--- src/ppc_pkg.sv ---
package ppc_pkg;

    typedef logic [2:0] t_cmd;

    localparam t_cmd CMD_COMPOUND_POSE  = 3'd0;
    localparam t_cmd CMD_COMPOUND_POINT = 3'd1;
    localparam t_cmd CMD_RELATIVE_POSE  = 3'd2;
    localparam t_cmd CMD_RELATIVE_POINT = 3'd3;
    localparam t_cmd CMD_INVERSE        = 3'd4;

    localparam int CORDIC_STEPS = 28;
    localparam int CORDIC_GUARD = 6;
    localparam int X_GROWTH     = 10;
    localparam int Z_WIDTH      = 34;
    localparam int GAIN_WIDTH   = 30;

    localparam logic [GAIN_WIDTH-1:0] INV_GAIN_Q30 = 30'd652032874;

    function automatic logic [31:0] atan_at(input int step);
        logic [31:0] v;
        unique case (step)
            0:  v = 32'd536870912;
            1:  v = 32'd316933406;
            2:  v = 32'd167458907;
            3:  v = 32'd85004756;
            4:  v = 32'd42667331;
            5:  v = 32'd21354465;
            6:  v = 32'd10680862;
            7:  v = 32'd5340245;
            8:  v = 32'd2670163;
            9:  v = 32'd1335087;
            10: v = 32'd667544;
            11: v = 32'd333772;
            12: v = 32'd166886;
            13: v = 32'd83443;
            14: v = 32'd41722;
            15: v = 32'd20861;
            16: v = 32'd10430;
            17: v = 32'd5215;
            18: v = 32'd2608;
            19: v = 32'd1304;
            20: v = 32'd652;
            21: v = 32'd326;
            22: v = 32'd163;
            23: v = 32'd81;
            24: v = 32'd41;
            25: v = 32'd20;
            26: v = 32'd10;
            27: v = 32'd5;
            default: v = 32'd0;
        endcase
        return v;
    endfunction

endpackage

--- src/ppc_prep.sv ---
module ppc_prep #(
    parameter int CW = 32,
    parameter int AW = 16
) (
    input  logic                                  i_clk,
    input  logic                                  i_rst_n,
    input  logic                                  i_valid,
    output logic                                  o_ready,
    input  ppc_pkg::t_cmd                         i_command,
    input  logic signed [CW-1:0]                  i_base_x,
    input  logic signed [CW-1:0]                  i_base_y,
    input  logic [AW-1:0]                         i_base_heading,
    input  logic signed [CW-1:0]                  i_other_x,
    input  logic signed [CW-1:0]                  i_other_y,
    input  logic [AW-1:0]                         i_other_heading,
    output logic                                  o_valid,
    input  logic                                  i_ready,
    output logic signed [CW+ppc_pkg::X_GROWTH-1:0] o_x,
    output logic signed [CW+ppc_pkg::X_GROWTH-1:0] o_y,
    output logic signed [ppc_pkg::Z_WIDTH-1:0]     o_z,
    output logic [2*CW+AW:0]                      o_side
);

    localparam int XW = CW + ppc_pkg::X_GROWTH;
    localparam int ZW = ppc_pkg::Z_WIDTH;
    localparam int UW = CW + 1;
    localparam int SW = 2 * CW + AW + 1;

    logic signed [UW-1:0] w_px, w_mx, w_py, w_my, w_ux, w_uy;
    logic [AW-1:0]        w_ang, w_ang_adj, w_hd, w_neg_bh;
    logic                 w_add_base, w_flip;
    logic signed [XW-1:0] n_x, n_y;
    logic signed [ZW-1:0] n_z;
    logic [SW-1:0]        n_side;

    logic                 r_valid;
    logic signed [XW-1:0] r_x, r_y;
    logic signed [ZW-1:0] r_z;
    logic [SW-1:0]        r_side;

    always_comb begin
        w_neg_bh   = AW'(0) - i_base_heading;
        w_px       = '0;
        w_mx       = '0;
        w_py       = '0;
        w_my       = '0;
        w_ang      = '0;
        w_hd       = '0;
        w_add_base = 1'b0;
        unique case (i_command)
            ppc_pkg::CMD_COMPOUND_POSE, ppc_pkg::CMD_COMPOUND_POINT: begin
                w_px       = UW'(i_other_x);
                w_py       = UW'(i_other_y);
                w_ang      = i_base_heading;
                w_add_base = 1'b1;
                if (i_command == ppc_pkg::CMD_COMPOUND_POSE) begin
                    w_hd = i_base_heading + i_other_heading;
                end
            end
            ppc_pkg::CMD_RELATIVE_POSE, ppc_pkg::CMD_RELATIVE_POINT: begin
                w_px  = UW'(i_other_x);
                w_py  = UW'(i_other_y);
                w_mx  = UW'(i_base_x);
                w_my  = UW'(i_base_y);
                w_ang = w_neg_bh;
                if (i_command == ppc_pkg::CMD_RELATIVE_POSE) begin
                    w_hd = i_other_heading - i_base_heading;
                end
            end
            ppc_pkg::CMD_INVERSE: begin
                w_mx  = UW'(i_base_x);
                w_my  = UW'(i_base_y);
                w_ang = w_neg_bh;
                w_hd  = w_neg_bh;
            end
            default: begin
                w_px = '0;
            end
        endcase

        // Headings in the second and third quadrant are folded by a half turn.
        w_flip    = w_ang[AW-1] ^ w_ang[AW-2];
        w_ux      = w_flip ? (w_mx - w_px) : (w_px - w_mx);
        w_uy      = w_flip ? (w_my - w_py) : (w_py - w_my);
        w_ang_adj = {w_ang[AW-1] ^ w_flip, w_ang[AW-2:0]};

        n_z    = ZW'($signed(w_ang_adj)) <<< (32 - AW);
        n_x    = XW'(w_ux) <<< ppc_pkg::CORDIC_GUARD;
        n_y    = XW'(w_uy) <<< ppc_pkg::CORDIC_GUARD;
        n_side = {w_add_base, i_base_x, i_base_y, w_hd};
    end

    assign o_ready = ~r_valid | i_ready;

    always_ff @(posedge i_clk) begin
        if (!i_rst_n) begin
            r_valid <= 1'b0;
        end else if (o_ready) begin
            r_valid <= i_valid;
        end
        if (o_ready && i_valid) begin
            r_x    <= n_x;
            r_y    <= n_y;
            r_z    <= n_z;
            r_side <= n_side;
        end
    end

    assign o_valid = r_valid;
    assign o_x     = r_x;
    assign o_y     = r_y;
    assign o_z     = r_z;
    assign o_side  = r_side;

endmodule

--- config.mk ---
export PLATFORM = sky130hd
export DESIGN_NAME = ppc_prep
export DESIGN_NICKNAME = d
export VERILOG_FILES = /design/src/ppc_pkg.sv /design/src/ppc_prep.sv
export SDC_FILE = /design/constraint.sdc
export NUM_CORES = 1
export LEC_CHECK = 0
export ABC_AREA = 1
export BUFFER_PORTS_ARGS = -buffer_cell sky130_fd_sc_hd__buf_2
export CORE_ASPECT_RATIO = 2
export CORE_MARGIN = 1
export CORE_UTILIZATION = 45
export CTS_CLUSTER_DIAMETER = 200
export DETAILED_ROUTE_END_ITERATION = 8
export PLACE_DENSITY = 0.78
export SLEW_MARGIN = 25
export SYNTH_ARGS = -nofsm -noshare
export SYNTH_HDL_FRONTEND = slang
export SYNTH_SLANG_ARGS = --single-unit
--- constraint.sdc ---
create_clock -name i_clk -period 10.27 [get_ports i_clk]
set_clock_uncertainty 0.15 [all_clocks]
set_input_delay 1.5405 -clock i_clk [delete_from_list [all_inputs] [get_ports i_clk]]
set_output_delay 1.5405 -clock i_clk [all_outputs]
set_load 0.05 [all_outputs]
==> metrics.txt <==
Netlist cell types=48; DRT Pass-1 Iters=5; fillers=between 3000 and 4000; IO Count=roughly 370; fin crit share=57.0%; Slew headroom=a little over a quarter; CTS Root Cell=clkbuf_16; Post-Syn Instances=about 2300; Hold Startpoint=o_valid; met3 wire len=around 2800 um; Reg area=~4900 um^2; pwr/cell area=150 nW/um^2; global placement routability congestion=1.00; met1 WL=19600 um; Clock Sinks=roughly 160; asr flop ratio synth=0%; Final ANT Viol Nets=0; critical path peak fanout=67; first-pass GRT wire length=93700 um; Final Hold Violating Endpoints=0; initial antenna violation count=2; total congestion overflow=0; RSZ-0062 raised after global routing=no; Tot Pwr=around 2.8 mW; setup repair bufs after CTS=0; mux cell area share after synthesis=0%; main combinational cell family by area after synthesis=simple AND/OR/NAND/NOR gates; Netlist Area Pre-Place=16100 um^2; share of cells above drive strength 1=between 10% and 20%; total wire length=63000 um; peak supply drop=0.134 mV; die span in y=269 um; die outline area=about 37000 um^2; crit-path cells=buf_2 > inv_2 > buf_4 > nand2_1 > nand2_2 > buf_4 > nand3_1 > fa_1 > nand3_1 > nand2_1 > a21oi_1 > o21ai_1 > nand2_1 > nand2_1 > xor2_1 > nand2_1 > nand2_1; CP Capture Type=flip-flop; Routed WL per cell=~20 um; run status=completed; main flop type after synthesis=edfxtp_1; CP arrival=5.92 ns; initial core utilization=a little under half; most used cell, CP=nand2_1; via count=around 17000; IO buf count=around 340; critical setup path kind=input pin to flip-flop; DR vias/cell=between 5 and 6; CTS clock-pin slew for the worst setup and hold paths=approximately 0.07 ns; pin count of the biggest net entering global routing=~160; Crit path max-delay family=simple AND/OR/NAND/NOR gates; #FFs+latches synth=between 150 and 200; Remaining DRCs=0; vias in the first global route=between 15000 and 20000; CP required=just over 10 ns; multi-input logic area=between 9000 and 10000 um^2; FMAX=about 0.17 GHz; utilization after layout=between 50% and 60%; slowest cell on the critical path=buf_4; synth-to-layout area growth=14.7%; overall routing resource usage=around 35%; post-synthesis sequential area ratio=30.4%; Synth Area in Compound Gates=15.1%; Die W=between 100 and 150 um; Adder-Cell Fraction of Synth Area=12.9%; Setup TNS=0 ns; quantity of gates resized following cts=0; FP Rows=97; reg2reg end=o_side[65]; maximum root-to-sink buffer count=2; Leak Pwr=slightly below 10 nW; Final min period=around 6 ns; Inserted Clock Buffers=17; Mean Syn Cell Area=6.89 um^2; CP bufs+invs=4; H-tree levels=4; DP HPWL=51400 um; Hold WC Path Type=flip-flop to flip-flop; Setup violations, final=0; worst r2r src=o_valid; Max Used Layer=met5; DP Worst Slack=approximately 4 ns; core area=~35000 um^2; Least-Margin Pin Slew=around 1.1 ns; R2R depth=2; Worst path max stage delay=0.59 ns; Cells after DPL=3044; Post-synth EDFFs=~160; Yosys warning total=0; critical path startpoint category=input pin; MaxCap Viol Count=0; CTS tree=done; nets=slightly below 3000; FF-to-FF setup slack=8.44 ns; fin. max-slew vios=0; clk_lat worst skew=0.46 ns; Post-Layout Cell Count=around 3100; PnR worst setup slack=around 4.4 ns; Worst Hold Path EP=o_valid; hold depth=2; Simple-Gate Fraction of Synth Area=a little over a quarter; post-synthesis xor/xnor area fraction=3.43%; cts hold-fix bufs=0; 1st-iter DRT viols=870; wire length on met2=~34000 um
[kinds of logic after synthesis]
group	count (synthesis)
compound gates	436
xor+xnor	63
fa+ha+maj	162
buf+inv	406
flops	163
other cells	1
simple gates	1101
[metrics by stage]
step,hold slack (ns),area (um^2)
floorplan,0.957,16200
global placement,0.379,17900
detailed placement,0.426,17900
CTS,0.437,18400
global route,0.467,18400
finish,0.433,18400
[how the worst max path moves through the flow]
stage,start,to,slack (ns),cells after the start
2_1_floorplan,i_valid,o_side[0],0.02,2
3_3_place_gp,i_command[2],o_x[30],4.16,17
3_5_place_dp,i_command[2],o_x[30],4.00,17
4_1_cts,i_command[2],o_x[30],4.49,17
5_1_grt,i_command[2],o_x[34],4.08,20
6_report,i_command[2],o_x[30],4.41,17
[cells in the mapped netlist (20+ instances only)]
library cell	count	area share [%]
a21o_1	21	0.98
a21oi_1	203	6.3
buf_2	25	0.78
buf_4	44	2.1
edfxtp_1	162	30
ha_1	156	12
inv_1	296	6.9
nand2_1	733	17
nand3_1	111	3.5
nor2_1	212	5.0
o211ai_1	20	0.93
o21ai_0	111	3.5
xor2_1	53	2.9
[report_power, final]
group	leakage [nW]	internal (mW)	total, mW	switching [mW]
logic	8.04	0.325	1.28	0.955
clock network	0.257	0.333	0.629	0.296
registers	1.59	0.828	0.856	0.0277
total	9.89	1.49	2.76	1.28
[layer usage]
metal  vias up  track usage [%]
met2       709             66.2
met5         -                0
met3       272             4.81
met4         2             32.0
met1      7766             29.6
li1       8087                -
[sequential cells by signal (all words and copies together) (netlist names)]
signal / flops
o_z: 15
o_valid: 1
o_x: 33
o_side: 81
o_y: 33
[final cells by class]
type / instances / area share [%]
inverters: 301 / 6.13
multi-input cells: 1790 / 51.9
diodes: 1 / 0.0136
well taps: 445 / 3.02
clock buffers: 19 / 2.35
repair buffers: 345 / 9.52
clock inverters: 12 / 0.597
flip-flops and latches: 163 / 26.5
[tightest hold or removal path: cells and delay by family (launching register included)]
| kind | cells | cell delay, ns |
|---|---|---|
| flops | 1 | 0.35 |
| simple gates | 1 | 0.11 |
| compound gates | 1 | 0.08 |
[placed cells by master (no fill, tap or decap), types with 6 or more instances in the layout]
master     synthesis  routed
o21ai_1           16      16
nor3_1            18      18
edfxtp_1         162     162
o21bai_1          11      11
xnor2_1           10      10
nand2_1          733     733
nor2_1           212     212
o22ai_1           13      13
clkbuf_16          0      17
buf_2             25     339
conb_1             1      28
inv_1            296     295
o21a_1            11      11
a21boi_0           9       9
ha_1             156     156
fa_1               6       6
xor2_1            53      53
o211ai_1          20      20
a21o_1            21      21
a21oi_1          203     202
nand3_1          111     111
o21ai_0          111     111
Note: power is estimated with default switching activity, not from simulation.
