--- src/ppc_pkg.sv ---
package ppc_pkg;

    typedef logic [2:0] t_cmd;

    localparam t_cmd CMD_COMPOUND_POSE  = 3'd0;
    localparam t_cmd CMD_COMPOUND_POINT = 3'd1;
    localparam t_cmd CMD_RELATIVE_POSE  = 3'd2;
    localparam t_cmd CMD_RELATIVE_POINT = 3'd3;
    localparam t_cmd CMD_INVERSE        = 3'd4;

    localparam int CORDIC_STEPS = 28;
    localparam int CORDIC_GUARD = 6;
    localparam int X_GROWTH     = 10;
    localparam int Z_WIDTH      = 34;
    localparam int GAIN_WIDTH   = 30;

    localparam logic [GAIN_WIDTH-1:0] INV_GAIN_Q30 = 30'd652032874;

    function automatic logic [31:0] atan_at(input int step);
        logic [31:0] v;
        unique case (step)
            0:  v = 32'd536870912;
            1:  v = 32'd316933406;
            2:  v = 32'd167458907;
            3:  v = 32'd85004756;
            4:  v = 32'd42667331;
            5:  v = 32'd21354465;
            6:  v = 32'd10680862;
            7:  v = 32'd5340245;
            8:  v = 32'd2670163;
            9:  v = 32'd1335087;
            10: v = 32'd667544;
            11: v = 32'd333772;
            12: v = 32'd166886;
            13: v = 32'd83443;
            14: v = 32'd41722;
            15: v = 32'd20861;
            16: v = 32'd10430;
            17: v = 32'd5215;
            18: v = 32'd2608;
            19: v = 32'd1304;
            20: v = 32'd652;
            21: v = 32'd326;
            22: v = 32'd163;
            23: v = 32'd81;
            24: v = 32'd41;
            25: v = 32'd20;
            26: v = 32'd10;
            27: v = 32'd5;
            default: v = 32'd0;
        endcase
        return v;
    endfunction

endpackage

--- src/ppc_finish.sv ---
module ppc_finish #(
    parameter int CW = 32,
    parameter int AW = 16
) (
    input  logic                                  i_clk,
    input  logic                                  i_rst_n,
    input  logic                                  i_valid,
    output logic                                  o_ready,
    input  logic signed [CW+ppc_pkg::X_GROWTH-1:0] i_x,
    input  logic signed [CW+ppc_pkg::X_GROWTH-1:0] i_y,
    input  logic [2*CW+AW:0]                      i_side,
    output logic                                  o_valid,
    input  logic                                  i_ready,
    output logic signed [CW-1:0]                  o_x,
    output logic signed [CW-1:0]                  o_y,
    output logic [AW-1:0]                         o_heading,
    output logic                                  o_saturated
);

    localparam int XW = CW + ppc_pkg::X_GROWTH;
    localparam int SW = 2 * CW + AW + 1;
    localparam int GW = ppc_pkg::GAIN_WIDTH;
    localparam int MW = XW - 1;
    localparam int LW = (MW + 1) / 2;
    localparam int HW = MW - LW;
    localparam int PW = MW + GW + 1;
    localparam int RW = PW - 36;
    localparam int VW = CW + 6;
    localparam int NS = 5;

    localparam logic [PW-1:0] ROUND = {{(PW-36){1'b0}}, 1'b1, 35'd0};
    localparam logic signed [VW-1:0] HI_V = {{(VW-CW+1){1'b0}}, {(CW-1){1'b1}}};
    localparam logic signed [VW-1:0] LO_V = ~HI_V;

    logic [NS-1:0] r_v;
    logic [NS:0]   w_rdy;

    logic [MW-1:0]        n_mx, n_my;
    logic [LW+GW-1:0]     n_plx, n_ply;
    logic [HW+GW-1:0]     n_phx, n_phy;
    logic [PW-1:0]        n_sumx, n_sumy;
    logic signed [VW-1:0] w_ax, w_ay, n_vx, n_vy;
    logic signed [CW-1:0] n_ox, n_oy;
    logic                 n_satx, n_saty;

    logic [MW-1:0]        r_mx, r_my;
    logic                 r_nx1, r_ny1, r_nx2, r_ny2, r_nx3, r_ny3;
    logic [SW-1:0]        r_s1, r_s2, r_s3;
    logic [LW+GW-1:0]     r_plx, r_ply;
    logic [HW+GW-1:0]     r_phx, r_phy;
    logic [RW-1:0]        r_rx, r_ry;
    logic signed [VW-1:0] r_vx, r_vy;
    logic [AW-1:0]        r_h4, r_oh;
    logic signed [CW-1:0] r_ox, r_oy;
    logic                 r_sat;

    always_comb begin
        w_rdy[NS] = i_ready;
        for (int k = NS - 1; k >= 0; k--) begin
            w_rdy[k] = ~r_v[k] | w_rdy[k+1];
        end
    end

    assign o_ready = w_rdy[0];

    always_comb begin
        n_mx = MW'(i_x[XW-1] ? -i_x : i_x);
        n_my = MW'(i_y[XW-1] ? -i_y : i_y);

        n_plx = {{GW{1'b0}}, r_mx[LW-1:0]} * {{LW{1'b0}}, ppc_pkg::INV_GAIN_Q30};
        n_phx = {{GW{1'b0}}, r_mx[MW-1:LW]} * {{HW{1'b0}}, ppc_pkg::INV_GAIN_Q30};
        n_ply = {{GW{1'b0}}, r_my[LW-1:0]} * {{LW{1'b0}}, ppc_pkg::INV_GAIN_Q30};
        n_phy = {{GW{1'b0}}, r_my[MW-1:LW]} * {{HW{1'b0}}, ppc_pkg::INV_GAIN_Q30};

        // Rounding to nearest on the magnitude gives ties away from zero.
        n_sumx = (PW'(r_phx) << LW) + PW'(r_plx) + ROUND;
        n_sumy = (PW'(r_phy) << LW) + PW'(r_ply) + ROUND;

        w_ax = r_s3[SW-1] ? VW'($signed(r_s3[SW-2 -: CW])) : '0;
        w_ay = r_s3[SW-1] ? VW'($signed(r_s3[AW+CW-1 -: CW])) : '0;
        n_vx = r_nx3 ? (w_ax - VW'($signed({1'b0, r_rx})))
                     : (w_ax + VW'($signed({1'b0, r_rx})));
        n_vy = r_ny3 ? (w_ay - VW'($signed({1'b0, r_ry})))
                     : (w_ay + VW'($signed({1'b0, r_ry})));

        n_satx = (r_vx > HI_V) || (r_vx < LO_V);
        n_saty = (r_vy > HI_V) || (r_vy < LO_V);
        if (r_vx > HI_V) begin
            n_ox = CW'(HI_V);
        end else if (r_vx < LO_V) begin
            n_ox = CW'(LO_V);
        end else begin
            n_ox = CW'(r_vx);
        end
        if (r_vy > HI_V) begin
            n_oy = CW'(HI_V);
        end else if (r_vy < LO_V) begin
            n_oy = CW'(LO_V);
        end else begin
            n_oy = CW'(r_vy);
        end
    end

    always_ff @(posedge i_clk) begin
        if (!i_rst_n) begin
            r_v <= '0;
        end else begin
            if (w_rdy[0]) begin
                r_v[0] <= i_valid;
            end
            for (int k = 1; k < NS; k++) begin
                if (w_rdy[k]) begin
                    r_v[k] <= r_v[k-1];
                end
            end
        end

        if (w_rdy[0] && i_valid) begin
            r_mx  <= n_mx;
            r_my  <= n_my;
            r_nx1 <= i_x[XW-1];
            r_ny1 <= i_y[XW-1];
            r_s1  <= i_side;
        end
        if (w_rdy[1] && r_v[0]) begin
            r_plx <= n_plx;
            r_phx <= n_phx;
            r_ply <= n_ply;
            r_phy <= n_phy;
            r_nx2 <= r_nx1;
            r_ny2 <= r_ny1;
            r_s2  <= r_s1;
        end
        if (w_rdy[2] && r_v[1]) begin
            r_rx  <= n_sumx[PW-1:36];
            r_ry  <= n_sumy[PW-1:36];
            r_nx3 <= r_nx2;
            r_ny3 <= r_ny2;
            r_s3  <= r_s2;
        end
        if (w_rdy[3] && r_v[2]) begin
            r_vx <= n_vx;
            r_vy <= n_vy;
            r_h4 <= r_s3[AW-1:0];
        end
        if (w_rdy[4] && r_v[3]) begin
            r_ox  <= n_ox;
            r_oy  <= n_oy;
            r_oh  <= r_h4;
            r_sat <= n_satx | n_saty;
        end
    end

    assign o_valid     = r_v[NS-1];
    assign o_x         = r_ox;
    assign o_y         = r_oy;
    assign o_heading   = r_oh;
    assign o_saturated = r_sat;

endmodule

--- config.mk ---
export PLATFORM = sky130hd
export DESIGN_NAME = ppc_finish
export DESIGN_NICKNAME = d
export VERILOG_FILES = /design/src/ppc_pkg.sv /design/src/ppc_finish.sv
export SDC_FILE = /design/constraint.sdc
export NUM_CORES = 2
export LEC_CHECK = 0
export BUFFER_PORTS_ARGS = -buffer_cell sky130_fd_sc_hd__buf_2
export CORE_UTILIZATION = 43
export CTS_CLUSTER_SIZE = 28
export DETAILED_ROUTE_END_ITERATION = 6
export PLACE_DENSITY_LB_ADDON = 0.12
export SLEW_MARGIN = 25
export SYNTH_ARGS = -nofsm -noshare
export SYNTH_HDL_FRONTEND = slang
export SYNTH_SLANG_ARGS = --single-unit
--- constraint.sdc ---
create_clock -name i_clk -period 34.2 [get_ports i_clk]
set_input_delay 0 -clock i_clk [delete_from_list [all_inputs] [get_ports i_clk]]
set_output_delay 0 -clock i_clk [all_outputs]
set_load 0.02 [all_outputs]
==> flow_summary.toml <==
[yosys]
synth_area_leaders = "edfxtp_1, fa_1, ha_1, inv_1, xnor2_1"
synth_area_mm2 = 0.07392
async_flop_share_pct = 0
yosys_warnings = 0
synth_top_cell_area_share_pct = 29.74
netlist-cell-type-count = 72
syn_avg_cell_area_um2 = 11.56
yosysTopAreaCell = "edfxtp_1"
ys_seq_area_share_pct = 29.87
ys_seq_elements = 737
syn_inst = 6396
synth_flop_cell = "edfxtp_1"
synth_edf_count = 732
syn_nets = 8576

[route]
ant_nets = 0
vias_per_cell = 4.981
wl_per_cell_um = 20.75
vias = 46250
drt_iter0_drc = 2196
dr.pass1.iters = 7
drc = 0
totalWireLength_mm = 192.7

[die]
core_mm2 = 0.1700
fp.dieW_um = 416.6
rows = 151
num_io_pins = 252
start_util_pct = 43.47
dieArea_mm2 = 0.1736
die_y_um = 416.6

[min_path]
hold_path.class = "in2reg"

[flow_run]
maxCapViolCount = 0

[placement]
dp_hpwl_mm = 162.7
port_buffers = 251
place.gp.congestion = 0.9426

[worst_setup_path]
crit_path_end_kind = "register"
start_kind = "register"
path_cells = "inv_1, ha_1, inv_1, fa_1, inv_1, fa_1, inv_1, fa_1, fa_1, fa_1, inv_1, fa_1, inv_1, ha_1, a21o_1, nor3_1, o211ai_1, o211a_1, a311o_1, a31o_2, a221o_1, a41o_1, a21oi_1, xnor2_1"
slowest_delay_ns = 0.78
worstPathArrival_ns = 8.33
path_class = "reg2reg"
cp_slowest_cell = "edfxtp_1"
cp_data_required_time_ns = 34.66
crit_path_max_fanout = 7

[cts]
htreeDepth = 3
clk_path_buf_depth = 3
cts_resized = 0
cts-buffers-inserted = 87
cts.clk_slew.worst_paths_ns = 0.06
clock_sinks = 737
root_buffer = "clkbuf_16"
cts_tree = "built"
clk_latency_ns = 0.74

[grt]
grt_first_pass_wirelength_mm = 298.5
grt_pass1_vias = 50700
grt_overflow_total = 0
antenna_found_initial = 4
grt_max_degree = 108
track_usage_pct = 22.71

[sta]
maxSlewHeadroom_pct = 15.08
skew_ns = 0.04274
finalSetupViolCount = 0
worst_pin_slew_ns = 1.274
fmax_mhz = 127.0
rsz0062_at_grt = "no"
fin_crit_ns = 7.874
hold_viol_final = 0
whs_ns = 0.05996
finalSetupTns_ns = 0
slew_violations = 0
period_share_pct = 23.02

[run_status]
status = "completed"

[final_layout]
fin_nets = 9171
drive_gt1_share_pct = 6.341
syn2layout_area_growth_pct = 13.72
## cells in the mapped netlist (all sizes together), types with 39 or more instances
library cell	instances
xnor2	321
and2	74
nor3	58
nor2	230
inv	1425
nand4	47
edfxtp	732
nand3	54
clkbuf	58
nand2	145
nor2b	55
nand2b	54
a21o	211
xor2	108
o21a	39
fa	972
ha	1039
o21ai	143
a21oi	282
## metal layers
layer / GRT usage, % / routed length, um / share of wire (%)
met1: 29.32 / 85180 / 44
met2: 40.79 / 97340 / 51
met3: 2.474 / 6359 / 3.3
met4: 4.948 / 3837 / 2.0
met5: 0 / 0 / 0
## logic make-up after synthesis
kind of cell    count (synthesis)  synth area share [%]
flops                         737                 29.87
compound gates                884                 7.702
simple gates                  845                 5.840
xor+xnor                      429                 5.083
buf+inv                      1487                 7.551
mux                             3               0.04063
fa+ha+maj                    2011                 43.91
## sequential cells by signal (all words and copies together), names as in the netlist, 38 cells and up
signal / count
r_s2: 81
r_phx: 49
r_phy: 49
r_my: 41
r_s3: 81
r_mx: 41
r_vx: 38
r_vy: 38
r_s1: 81
## worst max-delay path: cells and delay by family (launching register included)
family	cells	cell delay, ns
compound gates	8	2.24
fa+ha+maj	8	3.79
xor+xnor	1	0.09
flops	1	0.78
buf+inv	6	0.53
simple gates	1	0.17
## layout by cell type (no fill, tap or decap), drive strengths merged, types with 9 or more instances in the layout
| master | n |
|---|---|
| or3 | 25 |
| fa | 972 |
| nand4 | 47 |
| or4 | 24 |
| or2 | 9 |
| o41ai | 10 |
| nor2 | 230 |
| a31oi | 19 |
| a211o | 10 |
| ha | 1039 |
| edfxtp | 732 |
| clkbuf | 101 |
| nor2b | 55 |
| nand2 | 145 |
| o31ai | 24 |
| inv | 1434 |
| clkinv | 30 |
| dlygate4sd3 | 294 |
| nand2b | 54 |
| a21o | 211 |
| o21ai | 143 |
| and3 | 27 |
| buf | 274 |
| and4 | 11 |
| a31o | 9 |
| o21bai | 27 |
| o211ai | 23 |
| xnor2 | 321 |
| nand3 | 54 |
| nor4 | 21 |
| xor2 | 108 |
| a211oi | 19 |
| bufinv | 16 |
| nor3 | 58 |
| and2 | 74 |
| a21oi | 282 |
| o21a | 39 |
## final timing paths
kind / from / endpoint / slack, ns / cells after the start
max reg2reg: r_my[10]$_DFFE_PP_ / r_ply[48]$_DFFE_PP_ / 26.33 / 24
max: r_my[10]$_DFFE_PP_ / r_ply[48]$_DFFE_PP_ / 26.33 / 24
min reg2reg: r_s2[15]$_DFFE_PP_ / r_s3[15]$_DFFE_PP_ / 0.41 / 0
min: i_side[32] / r_s1[32]$_DFFE_PP_ / 0.06 / 2
## metrics by stage
step                utilization [%]  worst slack (ns)  instances  area [um^2]
CTS                           49.43             26.35       9283        84050
global placement              45.85             26.41       8826        77970
global route                  49.43             25.89       9285        84060
floorplan                         -             14.93       6396        73920
finish                        49.44             26.33       9286        84060
detailed placement            45.87             26.37       8826        77990
## layout make-up
type                            instances  area (um^2)
Clock buffer                          101         2230
Antenna cell                            3        7.507
Multi-Input combinational cell       4172        46350
Sequential cell                       737        22080
Fill cell                           15320        85980
Tap cell                             2218         2775
Clock inverter                         62        887.1
Inverter                             1425         5349
Timing Repair Buffer                  568         4384
## timing repair
item                                    4_1_cts  5_1_grt
endpoints found under the setup margin        0        0
hold buffers                                294        0
endpoints found under the hold margin       180        0
setup buffers                                 0        0
Power is not shown: default switching activity piles up to over one toggle a cycle in this logic, so the estimate is an artifact.
